File: config.mk
export PLATFORM = sky130hd
export DESIGN_NAME = text_console_glyph_cursor_flat
export DESIGN_NICKNAME = d
export VERILOG_FILES = /design/src/rtl/tgc_pkg.sv /design/src/rtl/tgc_in_if.sv /design/src/rtl/tgc_out_if.sv /design/src/rtl/tgc_regs.sv /design/src/rtl/tgc_cursor.sv /design/src/rtl/tgc_emit.sv /design/src/rtl/text_console_glyph_cursor.sv /design/src/flat_wrapper.sv
export SDC_FILE = /design/constraint.sdc
export NUM_CORES = 1
export LEC_CHECK = 0
export ABC_CLOCK_PERIOD_IN_PS = 50100
export BUFFER_PORTS_ARGS = -buffer_cell sky130_fd_sc_hd__buf_2
export CORE_ASPECT_RATIO = 0.5
export CORE_UTILIZATION = 59
export DETAILED_ROUTE_END_ITERATION = 10
export PLACE_DENSITY = 0.85
export SLEW_MARGIN = 20
export SYNTH_ARGS = -nofsm -noshare
export SYNTH_HDL_FRONTEND = slang
export SYNTH_SLANG_ARGS = --single-unit
File: constraint.sdc
create_clock -name clk -period 50.1 [get_ports clk]
set_input_delay 10.02 -clock clk [delete_from_list [all_inputs] [get_ports clk]]
set_output_delay 10.02 -clock clk [all_outputs]
set_load 0.01 [all_outputs]
File: src/rtl/tgc_pkg.sv
// Shared types and constants of the text console glyph cursor.
// Used by every module of the block; depends on nothing else.
package tgc_pkg;

    localparam int COL_W      = 12;
    localparam int ROW_W      = 8;
    localparam int PIX_W      = 12;
    localparam int MASK_W     = 16;
    localparam int COLOR_W    = 32;
    localparam int CLIP_W     = 13;
    localparam int GW_W       = 5;
    localparam int GLYPH_ROWS = 16;
    localparam int ROWIDX_W   = 4;
    localparam int PADDR_W    = 4;
    localparam int PDATA_W    = 32;

    localparam logic [COL_W-1:0]    COL_MAX  = 12'hFFF;
    localparam logic [ROW_W-1:0]    ROW_MAX  = 8'hFF;
    localparam logic [PIX_W-1:0]    PIX_MAX  = 12'hFFF;
    localparam logic [ROWIDX_W-1:0] ROW_LAST = 4'd15;

    localparam logic [7:0] CHAR_NEWLINE = 8'h0A;
    localparam logic [7:0] CHAR_SPACE   = 8'h20;

    localparam logic ACTION_DRAW   = 1'b0;
    localparam logic ACTION_SCROLL = 1'b1;

    // Register indexes, taken from paddr[3:2].
    localparam logic [1:0] REG_ENABLE      = 2'd0;
    localparam logic [1:0] REG_CLIP_WIDTH  = 2'd1;
    localparam logic [1:0] REG_CLIP_HEIGHT = 2'd2;
    localparam logic [1:0] REG_TEXT_COLOR  = 2'd3;

    localparam logic [CLIP_W-1:0] CLIP_WIDTH_RESET  = 13'd640;
    localparam logic [CLIP_W-1:0] CLIP_HEIGHT_RESET = 13'd480;

    typedef logic [GLYPH_ROWS-1:0][MASK_W-1:0] glyph_t;

    typedef struct packed {
        logic               enable;
        logic [CLIP_W-1:0]  clip_width;
        logic [CLIP_W-1:0]  clip_height;
        logic [COLOR_W-1:0] text_color;
    } cfg_t;

    // One character's worth of pending results.
    typedef struct packed {
        logic               scroll;
        logic               draw;
        logic [PIX_W-1:0]   pixel_x;
        logic [PIX_W-1:0]   base_y;
        logic [COLOR_W-1:0] color;
        glyph_t             rows;
    } job_t;

endpackage

File: src/rtl/tgc_in_if.sv
// Character request channel of the text console glyph cursor.
// Depends on tgc_pkg for field widths.
interface tgc_in_if;
    import tgc_pkg::*;

    logic              valid;
    logic              ready;
    logic [7:0]        char_code;
    logic              glyph_found;
    logic [GW_W-1:0]   glyph_width;
    logic [63:0]       glyph_rows_a;
    logic [63:0]       glyph_rows_b;
    logic [63:0]       glyph_rows_c;
    logic [63:0]       glyph_rows_d;

    modport source (
        output valid, char_code, glyph_found, glyph_width,
               glyph_rows_a, glyph_rows_b, glyph_rows_c, glyph_rows_d,
        input  ready
    );

    modport sink (
        input  valid, char_code, glyph_found, glyph_width,
               glyph_rows_a, glyph_rows_b, glyph_rows_c, glyph_rows_d,
        output ready
    );
endinterface

File: src/rtl/tgc_out_if.sv
// Result request channel of the text console glyph cursor.
// Depends on tgc_pkg for field widths.
interface tgc_out_if;
    import tgc_pkg::*;

    logic               valid;
    logic               ready;
    logic               action;
    logic [PIX_W-1:0]   pixel_x;
    logic [PIX_W-1:0]   pixel_y;
    logic [MASK_W-1:0]  row_mask;
    logic [COLOR_W-1:0] pixel_color;
    logic               last;

    modport source (
        output valid, action, pixel_x, pixel_y, row_mask, pixel_color, last,
        input  ready
    );

    modport sink (
        input  valid, action, pixel_x, pixel_y, row_mask, pixel_color, last,
        output ready
    );
endinterface

File: src/rtl/tgc_regs.sv
// APB-style configuration registers of the text console glyph cursor.
// Depends on tgc_pkg for the register indexes and the cfg_t struct.
module tgc_regs
    import tgc_pkg::*;
(
    input  logic               clk,
    input  logic               rst_n,
    input  logic               psel,
    input  logic               penable,
    input  logic               pwrite,
    input  logic [PADDR_W-1:0] paddr,
    input  logic [PDATA_W-1:0] pwdata,
    output logic [PDATA_W-1:0] prdata,
    output logic               pready,
    output cfg_t               cfg
);

    cfg_t       cfg_reg;
    cfg_t       cfg_next;
    logic       wr_en;
    logic [1:0] reg_idx;

    assign pready  = 1'b1;
    assign wr_en   = psel && penable && pwrite;
    assign reg_idx = paddr[3:2];

    always_comb
    begin
        cfg_next = cfg_reg;
        if (wr_en)
        begin
            case (reg_idx)
                REG_ENABLE:      cfg_next.enable      = pwdata[0];
                REG_CLIP_WIDTH:  cfg_next.clip_width  = pwdata[CLIP_W-1:0];
                REG_CLIP_HEIGHT: cfg_next.clip_height = pwdata[CLIP_W-1:0];
                REG_TEXT_COLOR:  cfg_next.text_color  = pwdata[COLOR_W-1:0];
                default:         cfg_next = cfg_reg;
            endcase
        end
    end

    always_ff @(posedge clk or negedge rst_n)
    begin
        if (!rst_n)
        begin
            cfg_reg.enable      <= 1'b1;
            cfg_reg.clip_width  <= CLIP_WIDTH_RESET;
            cfg_reg.clip_height <= CLIP_HEIGHT_RESET;
            cfg_reg.text_color  <= '0;
        end
        else
        begin
            cfg_reg <= cfg_next;
        end
    end

    always_comb
    begin
        case (reg_idx)
            REG_ENABLE:      prdata = PDATA_W'(cfg_reg.enable);
            REG_CLIP_WIDTH:  prdata = PDATA_W'(cfg_reg.clip_width);
            REG_CLIP_HEIGHT: prdata = PDATA_W'(cfg_reg.clip_height);
            REG_TEXT_COLOR:  prdata = cfg_reg.text_color;
            default:         prdata = '0;
        endcase
    end

    assign cfg = cfg_reg;

endmodule

File: src/rtl/tgc_cursor.sv
// Cursor tracking and per-character decisions: newline, space, wrap and scroll.
// Depends on tgc_pkg and tgc_in_if; hands a job_t to the result emitter.
module tgc_cursor
    import tgc_pkg::*;
#(
    parameter int LINE_PITCH = 17,
    parameter int CELL_PITCH = 8
)
(
    input  logic   clk,
    input  logic   rst_n,
    input  cfg_t   cfg,
    tgc_in_if.sink char_in,
    input  logic   job_ready,
    output logic   job_valid,
    output job_t   job
);

    // The row's top pixel line is kept alongside the row so no multiply is needed.
    localparam int ROWY_W = $clog2(((2 ** ROW_W) + 1) * LINE_PITCH + 1);
    localparam int NT_W   = (ROWY_W > CLIP_W) ? ROWY_W : CLIP_W;
    localparam int WRAP_W = $clog2((2 ** COL_W) * CELL_PITCH + (2 ** GW_W));

    logic [COL_W-1:0]  col_reg,  col_next;
    logic [ROW_W-1:0]  row_reg,  row_next;
    logic [ROWY_W-1:0] rowy_reg, rowy_next;

    logic              acc;
    logic [NT_W-1:0]   next_top;
    logic              nl_scroll;
    logic              nl_step;
    logic [WRAP_W-1:0] wrap_sum;
    logic              wrap;
    logic [WRAP_W-1:0] px_full;
    logic [PIX_W-1:0]  px_sat;
    logic [ROWY_W-1:0] rowy_inc;
    logic [ROWY_W-1:0] base_full;
    logic [COL_W-1:0]  col_inc;

    assign char_in.ready = job_ready;
    assign acc = char_in.valid && job_ready;

    assign next_top  = NT_W'(rowy_reg) + NT_W'(2 * LINE_PITCH);
    assign nl_scroll = next_top >= NT_W'(cfg.clip_height);
    assign nl_step   = !nl_scroll && (row_reg != ROW_MAX);
    assign rowy_inc  = rowy_reg + ROWY_W'(LINE_PITCH);

    assign wrap_sum = (WRAP_W'(col_reg) + WRAP_W'(1)) * WRAP_W'(CELL_PITCH)
                      + WRAP_W'(char_in.glyph_width);
    assign wrap     = wrap_sum > WRAP_W'(cfg.clip_width);

    assign px_full = WRAP_W'(col_reg) * WRAP_W'(CELL_PITCH);
    assign px_sat  = (px_full > WRAP_W'(PIX_MAX)) ? PIX_MAX : px_full[PIX_W-1:0];

    assign base_full = (wrap && nl_step) ? rowy_inc : rowy_reg;
    assign col_inc   = (col_reg != COL_MAX) ? col_reg + COL_W'(1) : col_reg;

    always_comb
    begin
        job.scroll  = 1'b1;
        job.draw    = 1'b0;
        job.pixel_x = wrap ? '0 : px_sat;
        job.base_y  = (base_full > ROWY_W'(PIX_MAX)) ? PIX_MAX : base_full[PIX_W-1:0];
        job.color   = cfg.text_color;
        job.rows    = {char_in.glyph_rows_d, char_in.glyph_rows_c,
                       char_in.glyph_rows_b, char_in.glyph_rows_a};

        col_next  = col_reg;
        row_next  = row_reg;
        rowy_next = rowy_reg;
        job_valid = 1'b0;

        if (acc && cfg.enable)
        begin
            if (char_in.char_code == CHAR_NEWLINE)
            begin
                col_next  = '0;
                job_valid = nl_scroll;
                if (nl_step)
                begin
                    row_next  = row_reg + ROW_W'(1);
                    rowy_next = rowy_inc;
                end
            end
            else if (char_in.char_code == CHAR_SPACE)
            begin
                col_next = col_inc;
            end
            else if (char_in.glyph_found)
            begin
                job_valid  = 1'b1;
                job.draw   = 1'b1;
                job.scroll = wrap && nl_scroll;
                if (wrap)
                begin
                    col_next = COL_W'(1);
                    if (nl_step)
                    begin
                        row_next  = row_reg + ROW_W'(1);
                        rowy_next = rowy_inc;
                    end
                end
                else
                begin
                    col_next = col_inc;
                end
            end
        end
    end

    always_ff @(posedge clk or negedge rst_n)
    begin
        if (!rst_n)
        begin
            col_reg  <= '0;
            row_reg  <= '0;
            rowy_reg <= '0;
        end
        else
        begin
            col_reg  <= col_next;
            row_reg  <= row_next;
            rowy_reg <= rowy_next;
        end
    end

endmodule

File: src/rtl/tgc_emit.sv
// Result emitter: walks one job through an optional scroll and, for a glyph, sixteen row writes.
// Depends on tgc_pkg and tgc_out_if; the output register sits on res_out.
module tgc_emit
    import tgc_pkg::*;
(
    input  logic       clk,
    input  logic       rst_n,
    input  logic       job_valid,
    input  job_t       job,
    output logic       job_ready,
    tgc_out_if.source  res_out
);

    logic                busy_reg,    busy_next;
    logic                scroll_reg,  scroll_next;
    logic                draw_reg,    draw_next;
    logic [ROWIDX_W-1:0] idx_reg,     idx_next;
    job_t                job_reg,     job_next;
    logic                ovalid_reg,  ovalid_next;
    logic                action_reg,  action_next;
    logic [PIX_W-1:0]    px_reg,      px_next;
    logic [PIX_W-1:0]    py_reg,      py_next;
    logic [MASK_W-1:0]   mask_reg,    mask_next;
    logic [COLOR_W-1:0]  color_reg,   color_next;
    logic                last_reg,    last_next;

    logic                emit;
    logic                finishing;
    logic [PIX_W:0]      py_sum;

    assign emit      = busy_reg && (!ovalid_reg || res_out.ready);
    assign finishing = emit && (scroll_reg ? !draw_reg : (idx_reg == ROW_LAST));
    assign job_ready = !busy_reg || finishing;

    // Base line is already clamped, so one carry bit decides saturation.
    assign py_sum = {1'b0, job_reg.base_y} + (PIX_W + 1)'(idx_reg);

    always_comb
    begin
        busy_next   = busy_reg;
        scroll_next = scroll_reg;
        draw_next   = draw_reg;
        idx_next    = idx_reg;
        job_next    = job_reg;

        if (job_valid)
        begin
            busy_next   = 1'b1;
            scroll_next = job.scroll;
            draw_next   = job.draw;
            idx_next    = '0;
            job_next    = job;
        end
        else if (finishing)
        begin
            busy_next = 1'b0;
        end
        else if (emit)
        begin
            if (scroll_reg)
            begin
                scroll_next = 1'b0;
            end
            else
            begin
                idx_next = idx_reg + ROWIDX_W'(1);
            end
        end
    end

    always_comb
    begin
        ovalid_next = ovalid_reg;
        action_next = action_reg;
        px_next     = px_reg;
        py_next     = py_reg;
        mask_next   = mask_reg;
        color_next  = color_reg;
        last_next   = last_reg;

        if (emit)
        begin
            ovalid_next = 1'b1;
            if (scroll_reg)
            begin
                action_next = ACTION_SCROLL;
                px_next     = '0;
                py_next     = '0;
                mask_next   = '0;
                color_next  = '0;
                last_next   = !draw_reg;
            end
            else
            begin
                action_next = ACTION_DRAW;
                px_next     = job_reg.pixel_x;
                py_next     = py_sum[PIX_W] ? PIX_MAX : py_sum[PIX_W-1:0];
                mask_next   = job_reg.rows[idx_reg];
                color_next  = job_reg.color;
                last_next   = (idx_reg == ROW_LAST);
            end
        end
        else if (res_out.ready)
        begin
            ovalid_next = 1'b0;
        end
    end

    always_ff @(posedge clk or negedge rst_n)
    begin
        if (!rst_n)
        begin
            busy_reg   <= 1'b0;
            scroll_reg <= 1'b0;
            draw_reg   <= 1'b0;
            idx_reg    <= '0;
            ovalid_reg <= 1'b0;
        end
        else
        begin
            busy_reg   <= busy_next;
            scroll_reg <= scroll_next;
            draw_reg   <= draw_next;
            idx_reg    <= idx_next;
            ovalid_reg <= ovalid_next;
        end
    end

    always_ff @(posedge clk)
    begin
        job_reg    <= job_next;
        action_reg <= action_next;
        px_reg     <= px_next;
        py_reg     <= py_next;
        mask_reg   <= mask_next;
        color_reg  <= color_next;
        last_reg   <= last_next;
    end

    assign res_out.valid       = ovalid_reg;
    assign res_out.action      = action_reg;
    assign res_out.pixel_x     = px_reg;
    assign res_out.pixel_y     = py_reg;
    assign res_out.row_mask    = mask_reg;
    assign res_out.pixel_color = color_reg;
    assign res_out.last        = last_reg;

endmodule

File: src/rtl/text_console_glyph_cursor.sv
// Text console glyph cursor: top level with the APB register port.
// Depends on tgc_pkg, tgc_in_if, tgc_out_if, tgc_regs, tgc_cursor and tgc_emit.
//
// The cursor moves in the cycle a character is taken. A glyph
// character produces sixteen row writes on res_out, seventeen when a wrap
// forces a scroll first; a newline at the bottom produces one scroll command;
// everything else produces nothing. Results leave one per cycle through the
// output register while res_out is ready, so a glyph character holds the input
// until its last result enters the output register, and the next character is
// taken in that same cycle. Characters with no results still wait until the
// emitter can take a job. Throughput is set by the single result channel; a
// stalled res_out stalls char_in once a job is pending.
module text_console_glyph_cursor
    import tgc_pkg::*;
#(
    parameter int LINE_PITCH = 17,
    parameter int CELL_PITCH = 8
)
(
    input  logic               clk,
    input  logic               rst_n,
    tgc_in_if.sink             char_in,
    tgc_out_if.source          res_out,
    input  logic               psel,
    input  logic               penable,
    input  logic               pwrite,
    input  logic [PADDR_W-1:0] paddr,
    input  logic [PDATA_W-1:0] pwdata,
    output logic [PDATA_W-1:0] prdata,
    output logic               pready
);

    cfg_t cfg;
    job_t job;
    logic job_valid;
    logic job_ready;

    tgc_regs u_regs (
        .clk     (clk),
        .rst_n   (rst_n),
        .psel    (psel),
        .penable (penable),
        .pwrite  (pwrite),
        .paddr   (paddr),
        .pwdata  (pwdata),
        .prdata  (prdata),
        .pready  (pready),
        .cfg     (cfg)
    );

    tgc_cursor #(
        .LINE_PITCH (LINE_PITCH),
        .CELL_PITCH (CELL_PITCH)
    ) u_cursor (
        .clk       (clk),
        .rst_n     (rst_n),
        .cfg       (cfg),
        .char_in   (char_in),
        .job_ready (job_ready),
        .job_valid (job_valid),
        .job       (job)
    );

    tgc_emit u_emit (
        .clk       (clk),
        .rst_n     (rst_n),
        .job_valid (job_valid),
        .job       (job),
        .job_ready (job_ready),
        .res_out   (res_out)
    );

endmodule

File: src/flat_wrapper.sv
// flat-port wrapper written by rule: the top's interface ports become plain ports
module text_console_glyph_cursor_flat import tgc_pkg::*;
#(
    parameter int LINE_PITCH = 17,
    parameter int CELL_PITCH = 8
)
  (clk, rst_n, psel, penable, pwrite, paddr, pwdata, prdata, pready, char_in_valid, char_in_char_code, char_in_glyph_found, char_in_glyph_width, char_in_glyph_rows_a, char_in_glyph_rows_b, char_in_glyph_rows_c, char_in_glyph_rows_d, char_in_ready, res_out_valid, res_out_action, res_out_pixel_x, res_out_pixel_y, res_out_row_mask, res_out_pixel_color, res_out_last, res_out_ready);
  tgc_in_if char_in_i ();
  tgc_out_if res_out_i ();
  input  logic clk;
  input  logic rst_n;
  input  logic psel;
  input  logic penable;
  input  logic pwrite;
  input  logic [PADDR_W-1:0] paddr;
  input  logic [PDATA_W-1:0] pwdata;
  output logic [PDATA_W-1:0] prdata;
  output logic pready;
  input wire logic [$bits(char_in_i.valid)-1:0] char_in_valid;
  input wire logic [$bits(char_in_i.char_code)-1:0] char_in_char_code;
  input wire logic [$bits(char_in_i.glyph_found)-1:0] char_in_glyph_found;
  input wire logic [$bits(char_in_i.glyph_width)-1:0] char_in_glyph_width;
  input wire logic [$bits(char_in_i.glyph_rows_a)-1:0] char_in_glyph_rows_a;
  input wire logic [$bits(char_in_i.glyph_rows_b)-1:0] char_in_glyph_rows_b;
  input wire logic [$bits(char_in_i.glyph_rows_c)-1:0] char_in_glyph_rows_c;
  input wire logic [$bits(char_in_i.glyph_rows_d)-1:0] char_in_glyph_rows_d;
  output wire logic [$bits(char_in_i.ready)-1:0] char_in_ready;
  output wire logic [$bits(res_out_i.valid)-1:0] res_out_valid;
  output wire logic [$bits(res_out_i.action)-1:0] res_out_action;
  output wire logic [$bits(res_out_i.pixel_x)-1:0] res_out_pixel_x;
  output wire logic [$bits(res_out_i.pixel_y)-1:0] res_out_pixel_y;
  output wire logic [$bits(res_out_i.row_mask)-1:0] res_out_row_mask;
  output wire logic [$bits(res_out_i.pixel_color)-1:0] res_out_pixel_color;
  output wire logic [$bits(res_out_i.last)-1:0] res_out_last;
  input wire logic [$bits(res_out_i.ready)-1:0] res_out_ready;
  assign char_in_i.valid = char_in_valid;
  assign char_in_i.char_code = char_in_char_code;
  assign char_in_i.glyph_found = char_in_glyph_found;
  assign char_in_i.glyph_width = char_in_glyph_width;
  assign char_in_i.glyph_rows_a = char_in_glyph_rows_a;
  assign char_in_i.glyph_rows_b = char_in_glyph_rows_b;
  assign char_in_i.glyph_rows_c = char_in_glyph_rows_c;
  assign char_in_i.glyph_rows_d = char_in_glyph_rows_d;
  assign char_in_ready = char_in_i.ready;
  assign res_out_valid = res_out_i.valid;
  assign res_out_action = res_out_i.action;
  assign res_out_pixel_x = res_out_i.pixel_x;
  assign res_out_pixel_y = res_out_i.pixel_y;
  assign res_out_row_mask = res_out_i.row_mask;
  assign res_out_pixel_color = res_out_i.pixel_color;
  assign res_out_last = res_out_i.last;
  assign res_out_i.ready = res_out_ready;
  text_console_glyph_cursor #(.LINE_PITCH(LINE_PITCH), .CELL_PITCH(CELL_PITCH)) u_core (.clk(clk), .rst_n(rst_n), .char_in(char_in_i), .res_out(res_out_i), .psel(psel), .penable(penable), .pwrite(pwrite), .paddr(paddr), .pwdata(pwdata), .prdata(prdata), .pready(pready));
endmodule
---- Word-level counts from Yosys, hierarchy flattened ----
Index checks and enable logic that the tools add are counted.
word-level totals
  register bits after elaboration ......... 486
operators by class
  add/sub/neg operators ................... 8
  $lt $le $gt $ge ......................... 5
  equality and inequality tests ........... 11
  multiplexer cells ....................... 42
  reduce and logical (&&, ||, !) cells .... 30
operators with widths
  cell                     count
  $pmux W32 S4             1
  $mux W12                 7
  $mux W13                 6
  $bmux W16 S4             1
  $mux W8                  5
  $add A16 B5 Y16          1
  $gt A16 B13 Y1           1
  $mux W16                 1
  $mux W4                  4
  $gt A15 B12 Y1 const B   1
  $add A12 B1 Y13 const B  1
  $add A12 B4 Y13          1
  $add A13 B5 Y13 const B  1
  $add A13 B6 Y13 const B  1
  $ge A13 B13 Y1           1
  $gt A13 B12 Y1 const B   1
  $mux W1                  13
  $add A12 B1 Y12 const B  1
  $ne A12 B12 Y1 const B   1
  $reduce_and A2 Y1        6
  $reduce_bool A2 Y1       5
  $logic_and A1 B1 Y1      9
  $add A8 B1 Y8 const B    1
  $eq A8 B4 Y1 const B     1
  16 further kinds         25

---- Logic depth before layout (Yosys ltp) ----
Gate-level depths: netlist of the first run.
  depth after elaboration ................. 10
  gate-level depth with buffers ........... 20
  mapped depth without buffers ............ 18

---- Cells and area by module ----
From an unflattened synthesis of the first run, not the netlist that was laid out.
unflattened totals
  cell total of the unflattened synthesis .. 1,672
  area, all modules ....................... 23,448.7 um^2
by module, submodules not included
  module      times used  cells each  area an instance (um^2)  seq. area each (um^2)
  tgc_emit    1           714         14,761.7                 11,791.3
  tgc_cursor  1           772         5,982.0                  825.8
  tgc_regs    1           186         2,705.1                  1,485.2

---- Worst setup path before layout of the first run ----
No wires, ideal clock.
  kind .................................... input to register
  from .................................... in char_in_char_code[2]
  to ...................................... reg u_core.u_emit.job_reg[0] in the netlist's numbering, enable pin
  setup time .............................. 0.993 ns
  arrival ................................. 24.020 ns
  setup slack ............................. 25.087 ns
  stages .................................. 4
  cells stage by stage .................... or4_1 > nor4_4 > a21oi_1 > nor2_1
between the ends
  longest elaborated chain between the ends .. 4
  elaborated cells between the ends (all ways) .. 5
ends and longest elaborated chain
  element                     RTL line                         source
  start, declared             flat_wrapper.sv:20               input wire logic [$bits(char_in_i.char_code)-1:0] char_in_char_code;
  $eq A8 B6 Y1                tgc_cursor.sv:85                 else if (char_in.char_code == CHAR_SPACE)
  $mux W1                     tgc_cursor.sv:85
  $mux W1 (*)                 tgc_cursor.sv:75                 if (char_in.char_code == CHAR_NEWLINE)
  $mux W1 (*)                 tgc_cursor.sv:73                 if (acc && cfg.enable)
  named net u_core.job_valid  text_console_glyph_cursor.sv:35  logic job_valid;
  end signal, assigned        tgc_emit.sv:131                  job_reg <= job_next;
  end, declared               tgc_emit.sv:18                   job_t job_reg, job_next;
The timed path passes the listed nets; every way through them passes the cells marked *.
A chain may end at the register's enable or synchronous reset.

---- Worst setup path in the final report of the first run ----
  from .................................... in paddr[2]
  to ...................................... out prdata[4]
between the ends
  longest elaborated chain between the ends .. 2
  elaborated cells between the ends (all ways) .. 5
ends and longest elaborated chain
  element                               RTL line            source
  start, declared                       flat_wrapper.sv:15  input logic [PADDR_W-1:0] paddr;
  $eq A2 B2 Y1 (tied with other cells)  tgc_regs.sv:59      case (reg_idx)
  $pmux W32 S4 (*)                      tgc_regs.sv:59
  end, declared                         flat_wrapper.sv:17  output logic [PDATA_W-1:0] prdata;
Every way passes the cells marked *; elsewhere a longest branch is shown, timed or not.

==> results.yml, run 1 <==
synth:
  post-synth-top-area-cell: "edfxtp_1"
  syn_area_sq_mm: 0.02053
  synth_cells: 1292
  synth_seq_cells: 482
  synth_top_area_share_pct: 55.86
  synth_edf_count: 382
  synth.distinct_cells: 70
  synth_fp_nets: 1644
  synthTopCellsByArea: "edfxtp_1, dfrtp_1, mux4_2"
  synth_area_per_cell_sq_um: 15.89
  async_flop_share_pct: 20.75
  synth-main-ff-cell: "edfxtp_1"
  yosysSeqAreaShare_pct: 68.09
  yosysWarnings: 0
drt:
  vias_per_cell: 5.765
  route.vias.total: 12741
  firstDrtPassIters: 5
  routedWlPerCell_um: 22.65
  dr.first_iter.drc_count: 1246
  routed_wl_mm: 50.06
  drc: 0
  postRouteAntennaNets: 0
clock_tree:
  cts_resized: 0
  cts_buffers: 42
  clkTransAtPathRegs_ns: 0.07
  cts_max_path_buffers: 3
  cts_tree: "done"
  holdBufCountCts: 0
  post-cts-setup-buffers: 0
  htree_levels: 2
  root_buffer: "clkbuf_16"
  clk_latency_ns: 0.56
  cts_num_sinks: 482
sta:
  slew_violations: 0
  worst_pin_slew_ns: 0.9890
  setup_viol: 0
  period_needed_ns: 21.97
  finalHoldViolCount: 0
  period_share_pct: 43.86
  finalClockSkew_ns: 0.02510
  rsz0062_at_grt: "no"
  fmax_mhz: 45.51
  setup_tns_ns: 0
  slew_headroom_pct: 34.07
cells_and_area:
  regArea_sq_mm: 0.01399
  final_common_cell: "buf_2"
  areaGrowthSynthToFinish_pct: 18.82
  fin_util_pct: 72.54
  stdcell_area_sq_mm: 0.02440
  mostFrequentLayoutCells: "buf_2, edfxtp_1, dfrtp_1"
  largest_register_ffs: 310
  multi_input_area_sq_mm: 0.006091
  drive_gt1_share_pct: 37.67
  num-nets-final: 2055
  n_fill_cell: 2167
  fin_cells: 2210
placement:
  gp_congestion: 0.9113
  io_buffers: 418
  dpl_cell_area_sq_mm: 0.02305
  dp_hpwl_mm: 35.20
  dp_cells: 2124
setup_path:
  cp_common_cell: "buf_2"
  path_class: "primary input to output port"
  cp_top_family: "simple AND/OR/NAND/NOR gates"
  cp_num_buf_inv: 2
  crit_required_ns: 40.08
  end_kind: "output port"
  start_kind: "primary input"
  crit_chain: "buf_2 -> nor2b_1 -> a22o_1 -> buf_2"
  worstPathArrival_ns: 11.95
  path_max_fanout: 49
  cp_slowest_cell: "nor2b_1"
  crit_path_max_incr_delay_ns: 0.86
outcome:
  status: "completed"
power:
  swShare_pct: 29.87
  power_leakage_nw: 9.492
  p_clk_share_pct: 26.5
  total_power_mw: 1.182
  ir_worst_vdd_v: 0.00002848
  seq_power_share_pct: 45.9
  p_switching_mw: 0.3529
  pwr-share-comb_pct: 27.6
  power_density_mw_per_mm2: 48.43
  p_int_mw: 0.8288
global_route:
  antenna_found_initial: 10
  grt_overflow: 0
  grtUsageTotal_pct: 28.10
  grt_pass1_wl_mm: 75.24
  grt_pass1_vias: 13178
  grt_max_degree: 101
die:
  dieHeight_um: 133.9
  start_util_pct: 61.05
  design.core.area_sq_mm: 0.03364
  io_pins: 422
  rows: 47
  die_area_sq_mm: 0.03560
  die_w_um: 265.8
run:
  maxCapViolations: 0
min_path:
  hp-class: "register to register"
==> power by group through the flow <==
stage          combinational, mW  clock (mW)  sequential [mW]
3_3_place_gp               0.312           0            0.547
5_1_grt                    0.353       0.334            0.549
3_5_place_dp               0.325           0            0.550
6_report                   0.326       0.314            0.542
2_1_floorplan              0.224           0            0.551
4_1_cts                    0.328       0.319            0.542
==> layer usage <==
| metal | part of all wire, % | vias up | global-route usage (%) |
|---|---|---|---|
| li1 | - | 5719 | - |
| met5 | 0.040 | - | 0 |
| met4 | 2.4 | 2 | 8.014 |
| met1 | 38 | 6386 | 36.22 |
| met3 | 6.4 | 87 | 4.663 |
| met2 | 53 | 547 | 49.72 |
==> cell usage after synthesis, drive strengths merged, types with 3 or more instances <==
library cell	instances
a21o	5
a21oi	37
a22o	12
a22oi	5
a31oi	3
and2	10
and3	23
and4	3
buf	27
clkbuf	37
dfrtp	93
dfstp	7
edfxtp	382
ha	37
inv	54
mux2	48
mux2i	7
mux4	81
nand2	76
nand2b	6
nand3	32
nand4	12
nor2	54
nor2b	66
nor3	12
nor3b	3
nor4	3
o211ai	4
o21a	14
o21ai	46
o22ai	5
or3	5
xnor2	33
xor2	23
==> worst register-to-register path: stages (launching register included) <==
cell and delay, ns:
dfrtp_1 0.43, ha_1 0.28, and3_1 0.19, o21ai_0 0.41, nor2_1 0.12, xnor2_1 0.17, ha_1 0.29, nand2_1 0.07
nor3_1 0.21, o21ai_0 0.16, a31oi_1 0.29, or2_2 0.19, a21oi_1 0.14, nor2_4 0.36, buf_4 0.75, buf_6 0.81
==> cell families (layout without fill, tap and decap cells) <==
group           Yosys count  after routing  share of synthesized area, %
flops                   482            482                         68.09
simple gates            309            309                         7.927
compound gates          150            150                         4.783
mux                     136            136                         11.92
buf+inv                 118            562                         2.376
xor+xnor                 56             56                         2.388
fa+ha+maj                40             40                         2.498
other cells               1             10                       0.01826
==> path summary, 6_finish.rpt <==
check	from	end	slack, ns	cells after the start
min reg2reg	u_core.u_regs.cfg[12]$_DFFE_PN0P_	u_core.u_emit.job_reg[268]$_DFFE_PP_	0.47	0
max in group asynchronous	rst_n	u_core.u_regs.cfg[55]$_DFFE_PN0P_	39.40	2
max reg2reg	u_core.u_cursor.rowy_reg[1]$_DFFE_PN0P_	u_core.u_emit.job_reg[202]$_DFFE_PP_	44.78	15
min in group asynchronous	rst_n	u_core.u_cursor.col_reg[3]$_DFFE_PN0P_	9.45	1
max	paddr[2]	prdata[4]	28.13	4
min	u_core.u_regs.cfg[12]$_DFFE_PN0P_	u_core.u_emit.job_reg[268]$_DFFE_PP_	0.47	0
==> cell type report <==
cell class	count	area share, %
Sequential cell	482	57.33
Clock inverter	24	0.6923
Clock buffer	53	4.707
Inverter	54	0.8307
Timing Repair Buffer	431	9.000
Tap cell	465	2.384
Multi-Input combinational cell	692	24.96
Antenna cell	9	0.09230
==> stage by stage <==
stage	hold slack [ns]	setup slack, ns
5_1_grt	0.4840	28.00
2_1_floorplan	0.4231	25.09
6_report	0.4721	28.13
4_1_cts	0.4725	28.18
3_3_place_gp	0.4463	28.18
3_5_place_dp	0.4552	28.16
Power figures use the tool's default switching activity.
==> inputs of run 2 (changes only) <==
--- a/config.mk
+++ b/config.mk
@@ -5,12 +5,13 @@
 export SDC_FILE = /design/constraint.sdc
 export NUM_CORES = 1
 export LEC_CHECK = 0
-export ABC_CLOCK_PERIOD_IN_PS = 50100
+export ABC_AREA = 1
+export ABC_CLOCK_PERIOD_IN_PS = 18800
 export BUFFER_PORTS_ARGS = -buffer_cell sky130_fd_sc_hd__buf_2
 export CORE_ASPECT_RATIO = 0.5
-export CORE_UTILIZATION = 59
+export CORE_UTILIZATION = 50
 export DETAILED_ROUTE_END_ITERATION = 10
-export PLACE_DENSITY = 0.85
+export PLACE_DENSITY = 0.77
 export SLEW_MARGIN = 20
 export SYNTH_ARGS = -nofsm -noshare
 export SYNTH_HDL_FRONTEND = slang
==> constraint.sdc (replaced) <==
create_clock -name clk -period 18.8 [get_ports clk]
set_input_delay 3.76 -clock clk [delete_from_list [all_inputs] [get_ports clk]]
set_output_delay 3.76 -clock clk [all_outputs]
set_load 0.01 [all_outputs]
==> results.yml, run 2 <==
outcome:
  status: "completed"
synth:
  synth_fp_nets: 2189
  synthTopCellsByArea: "edfxtp_1, dfrtp_1, o21ai_0"
  synth_seq_cells: 482
  synth_cells: 1837
  synth.distinct_cells: 49
  synth_area_per_cell_sq_um: 11.31
  synth-main-ff-cell: "edfxtp_1"
  synth.most_common_cell: "edfxtp_1"
  async_flop_share_pct: 20.75
  synth_edf_count: 382
  synth_top_area_share_pct: 55.24
  yosysSeqAreaShare_pct: 67.33
  ys_top_cells_by_count: "edfxtp_1, nor2_1, nand2_1, o21ai_0, inv_1"
  yosysWarnings: 0
  post-synth-top-area-cell: "edfxtp_1"
  syn_area_sq_mm: 0.02077
clock_tree:
  root_buffer: "clkbuf_16"
  cts_resized: 0
  cts_num_sinks: 482
  clkTransAtPathRegs_ns: 0.07
  cts_tree: "done"
  post-cts-setup-buffers: 0
  holdBufCountCts: 0
  cts_buffers: 42
  htree_levels: 2
  cts_max_path_buffers: 3
  clk_latency_ns: 0.55
power:
  p_int_mw: 2.183
  seq_power_share_pct: 43.1
  pwr-share-comb_pct: 31.6
  swShare_pct: 35.70
  total_power_mw: 3.395
  power_leakage_nw: 10.20
  p_clk_share_pct: 25.4
  power_density_mw_per_mm2: 137.4
  p_switching_mw: 1.212
  ir_worst_vdd_v: 0.00007768
run:
  maxCapViolations: 0
cells_and_area:
  n_fill_cell: 3233
  multi_input_area_sq_mm: 0.005707
  fin_cells: 2812
  areaGrowthSynthToFinish_pct: 18.98
  final_common_cell: "buf_2"
  mostFrequentLayoutCells: "buf_2, edfxtp_1, nor2_1"
  largest_register_ffs: 310
  regArea_sq_mm: 0.01399
  num-nets-final: 2574
  drive_gt1_share_pct: 23.73
  stdcell_area_sq_mm: 0.02471
placement:
  io_buffers: 418
  dp_hpwl_mm: 38.09
  dpl_cell_area_sq_mm: 0.02332
  dp_cells: 2718
  gp_congestion: 0.8855
setup_path:
  timing.rr.end: "u_core.u_emit.job_reg[286]$_DFFE_PP_"
  worstPathArrival_ns: 5.12
  path_max_fanout: 13
  worstReg2RegStart: "u_core.u_cursor.rowy_reg[2]$_DFFE_PN0P_"
  start_kind: "primary input"
  path_class: "primary input to output port"
  reg2regPathDepth: 16
  reg2reg_slack_ns: 13.22
  end_kind: "output port"
  crit_required_ns: 15.04
  crit_start: "paddr[2]"
drt:
  postRouteAntennaNets: 0
  vias_per_cell: 5.445
  drc: 0
  routedWlPerCell_um: 19.91
  dr.first_iter.drc_count: 1695
  routed_wl_mm: 56.00
  firstDrtPassIters: 6
  route.vias.total: 15312
die:
  design.core.area_sq_mm: 0.04066
  die_w_um: 290.2
  die_area_sq_mm: 0.04240
  start_util_pct: 51.07
  dieHeight_um: 146.1
  io_pins: 422
  rows: 52
global_route:
  grtUsageTotal_pct: 25.91
  grt_pass1_vias: 14820
  antenna_found_initial: 19
  grt_max_degree: 203
  grt_overflow: 0
  grt_pass1_wl_mm: 84.71
sta:
  finalHoldWorstSlack_ns: 0.4466
  setup_tns_ns: 0
  worst_pin_slew_ns: 1.346
  fmax_mhz: 112.6
  finalClockSkew_ns: 0.02629
  setup_viol: 0
  finalHoldViolCount: 0
  period_share_pct: 47.26
  slew_violations: 0
  slew_headroom_pct: 10.29
  rsz0062_at_grt: "no"
  period_needed_ns: 8.884
min_path:
  hp-class: "register to register"
  holdPathStages: 0
  hold_end: "u_core.u_emit.job_reg[265]$_DFFE_PP_"
  hp-start: "u_core.u_regs.cfg[9]$_DFFE_PN0P_"
==> run 2: kinds of logic after synthesis <==
kind of cell | count (synthesis) | synth area share [%]
adders and majority gates | 39 | 2.422
DFF | 482 | 67.33
buffers and inverters | 286 | 5.380
xor gates and xnor gates | 38 | 1.603
AOI/OAI and AO/OA | 378 | 10.79
other | 1 | 0.01806
and+or+nand+nor | 613 | 12.46
==> run 2: power groups by stage <==
stage	clock (mW)	sequential, mW	combinational [mW]
4_1_cts	0.871	1.46	1.07
5_1_grt	0.918	1.48	1.19
2_1_floorplan	0	1.50	0.685
3_3_place_gp	0	1.47	1.03
3_5_place_dp	0	1.48	1.06
6_report	0.862	1.46	1.07
==> run 2: per-layer routing <==
layer / part of all wire, % / global-route usage, % / vias to the layer above
li1: - / - / 7198
met1: 40 / 33.63 / 7474
met5: 0 / 0 / -
met3: 6.0 / 3.851 / 82
met2: 51 / 44.75 / 558
met4: 2.5 / 9.096 / 0
==> run 2: area by class of cell <==
| type | count | share of cell area, % |
|---|---|---|
| antenna | 17 | 0.1722 |
| clock buffer | 57 | 4.689 |
| clock inverter | 20 | 0.7241 |
| inverter | 192 | 2.927 |
| multi-input combinational | 1069 | 23.09 |
| sequential | 482 | 56.62 |
| tap | 540 | 2.734 |
| timing repair buffer | 435 | 9.044 |
==> run 2: worst max-delay path by stage <==
stage | end
floorplan | u_core.u_emit.draw_reg$_DFFE_PN0P_
global placement | prdata[11]
detailed placement | prdata[11]
CTS | prdata[12]
global route | prdata[11]
finish | prdata[12]
==> run 2: stage by stage <==
stage                     util (%)  setup slack (ns)
after floorplan                  -             6.703
after global placement       57.36             9.961
after detailed placement     57.36             9.951
after CTS                    60.65             9.933
after global routing         60.77             9.768
final                        60.77             9.916
==> run 2: worst max-delay path, cell delays in order <==
cell and delay, ns:
buf_2 0.09, inv_1 0.08, nor2_1 0.73, nand2_1 0.13, o221ai_1 0.14, buf_2 0.19
==> inputs of run 3 (changes only) <==
--- a/config.mk
+++ b/config.mk
@@ -6,7 +6,7 @@
 export NUM_CORES = 1
 export LEC_CHECK = 0
 export ABC_AREA = 1
-export ABC_CLOCK_PERIOD_IN_PS = 18800
+export ABC_CLOCK_PERIOD_IN_PS = 7900
 export BUFFER_PORTS_ARGS = -buffer_cell sky130_fd_sc_hd__buf_2
 export CORE_ASPECT_RATIO = 0.5
 export CORE_UTILIZATION = 50
==> constraint.sdc (replaced) <==
create_clock -name clk -period 7.9 [get_ports clk]
set_input_delay 1.58 -clock clk [delete_from_list [all_inputs] [get_ports clk]]
set_output_delay 1.58 -clock clk [all_outputs]
set_load 0.01 [all_outputs]
==> results.yml, run 3 (synthesis results as in run 2) <==
die:
  die_area_sq_mm: 0.04240
  io_pins: 422
  rows: 52
  die_w_um: 290.2
  start_util_pct: 51.07
  design.core.area_sq_mm: 0.04066
  dieHeight_um: 146.1
power:
  power_leakage_nw: 10.27
  p_clk_share_pct: 26.5
  power_density_mw_per_mm2: 328.9
  p_int_mw: 5.280
  ir_worst_vdd_v: 0.0001898
  seq_power_share_pct: 42.6
  pwr-share-comb_pct: 30.9
  total_power_mw: 8.173
  p_switching_mw: 2.893
  swShare_pct: 35.39
sta:
  period_needed_ns: 4.868
  finalHoldViolCount: 0
  slew_violations: 0
  finalClockSkew_ns: 0.02335
  rsz0062_at_grt: "no"
  setup_viol: 0
  worst_pin_slew_ns: 1.049
  period_share_pct: 61.62
  fmax_mhz: 205.4
  slew_headroom_pct: 30.06
  setup_tns_ns: 0
drt:
  routedWlPerCell_um: 19.28
  drc: 0
  dr.first_iter.drc_count: 1407
  routed_wl_mm: 54.25
  postRouteAntennaNets: 0
  firstDrtPassIters: 5
  vias_per_cell: 5.402
  route.vias.total: 15202
clock_tree:
  post-cts-setup-buffers: 0
  cts_num_sinks: 482
  cts_buffers: 44
  clkTransAtPathRegs_ns: 0.07
  cts_resized: 0
  cts_max_path_buffers: 3
  holdBufCountCts: 0
  root_buffer: "clkbuf_16"
  clk_latency_ns: 0.55
  htree_levels: 2
  cts_tree: "done"
placement:
  io_buffers: 418
  gp_congestion: 0.8967
  dp_hpwl_mm: 36.21
global_route:
  antenna_found_initial: 15
  grt_overflow: 0
  grtUsageTotal_pct: 25.14
  grt_max_degree: 146
  grt_pass1_vias: 14631
  grt_pass1_wl_mm: 82.72
min_path:
  holdPathStages: 0
  hp-class: "register to register"
setup_path:
  worstPathArrival_ns: 5.12
  end_kind: "register"
  start_kind: "primary input"
  crit_required_ns: 8.15
  reg2regPathDepth: 17
  path_max_fanout: 19
  path_class: "primary input to register"
cells_and_area:
  multi_input_area_sq_mm: 0.005710
  num-nets-final: 2577
  mostFrequentLayoutCells: "buf_2, edfxtp_1, nor2_1"
  n_fill_cell: 3289
  largest_register_ffs: 310
  areaGrowthSynthToFinish_pct: 19.66
  final_common_cell: "buf_2"
  drive_gt1_share_pct: 24.09
  regArea_sq_mm: 0.01399
run:
  maxCapViolations: 0
outcome:
  status: "completed"
-- run 3: changes by cell type in the layout (fill, tap and decap cells not counted), sizes merged --
| cell | previous run | this run |
|---|---|---|
| clkinv | 17 | 19 |
| bufinv | 3 | 4 |
| buf | 435 | 436 |
| clkbuf | 57 | 56 |
| diode | 17 | 16 |
-- run 3: final timing paths --
path	end	startpoint	slack, ns
setup / recovery	u_core.u_emit.job_reg[290]$_SDFFCE_PN1P_	char_in_glyph_width[3]	3.03
hold / removal	u_core.u_emit.job_reg[268]$_DFFE_PP_	u_core.u_regs.cfg[12]$_DFFE_PN0P_	0.44
setup reg to reg	u_core.u_emit.job_reg[290]$_SDFFCE_PN1P_	u_core.u_cursor.rowy_reg[2]$_DFFE_PN0P_	3.40
hold reg to reg	u_core.u_emit.job_reg[268]$_DFFE_PP_	u_core.u_regs.cfg[12]$_DFFE_PN0P_	0.44
max in group asynchronous	u_core.u_emit.idx_reg[0]$_DFFE_PN0P_	rst_n	5.61
min in group asynchronous	u_core.u_regs.cfg[9]$_DFFE_PN0P_	rst_n	1.04
-- run 3: cell type report --
class                           instances  area share (%)
Sequential cell                       482           56.29
Multi-Input combinational cell       1069           22.98
Timing Repair Buffer                  436           9.153
Clock buffer                           56           4.859
Inverter                              192           2.910
Tap cell                              540           2.719
Clock inverter                         23          0.9264
Antenna cell                           16          0.1611
-- run 3: per-layer routing --
layer	track usage (%)	routed length, um	vias to the layer above
li1	-	-	7206
met1	33.13	21880	7378
met2	43.23	27700	528
met3	3.654	3204	90
met4	8.032	1460	0
met5	0	0	-
-- run 3: per-stage QoR --
stage / instances / hold slack (ns) / instance area [sq um] / utilization [%] / setup WS (ns)
detailed placement: 2718 / 0.4307 / 23350 / 57.41 / 2.529
CTS: 2797 / 0.4405 / 24780 / 60.95 / 3.082
global placement: 2718 / 0.4272 / 23350 / 57.41 / 2.671
floorplan: 1837 / 0.4231 / 20770 / - / 1.087
global route: 2814 / 0.4479 / 24850 / 61.11 / 2.736
finish: 2814 / 0.4390 / 24850 / 61.11 / 3.032
-- run 3: power by group through the flow --
| stage | sequential, mW | combinational (mW) | clock (mW) |
|---|---|---|---|
| after floorplan | 3.55 | 1.63 | 0 |
| after global placement | 3.52 | 2.44 | 0 |
| after detailed placement | 3.54 | 2.51 | 0 |
| after CTS | 3.49 | 2.53 | 2.20 |
| after global routing | 3.52 | 2.81 | 2.30 |
| final | 3.48 | 2.52 | 2.17 |
-- run 3: critical path, cell delays in order --
cell	delay, ns
buf_2	0.11
ha_1	0.19
inv_1	0.06
fa_1	0.41
nor3_2	0.38
xor2_1	0.18
inv_1	0.06
ha_1	0.29
nand2_1	0.08
nor2_1	0.15
nand2_1	0.07
nand2_1	0.06
nand2_1	0.05
nand2_1	0.05
nand2_1	0.04
nand2_1	0.05
nand2_1	0.10
nand4_4	0.29
nand2_4	0.21
o21ai_2	0.51
o21ai_0	0.19
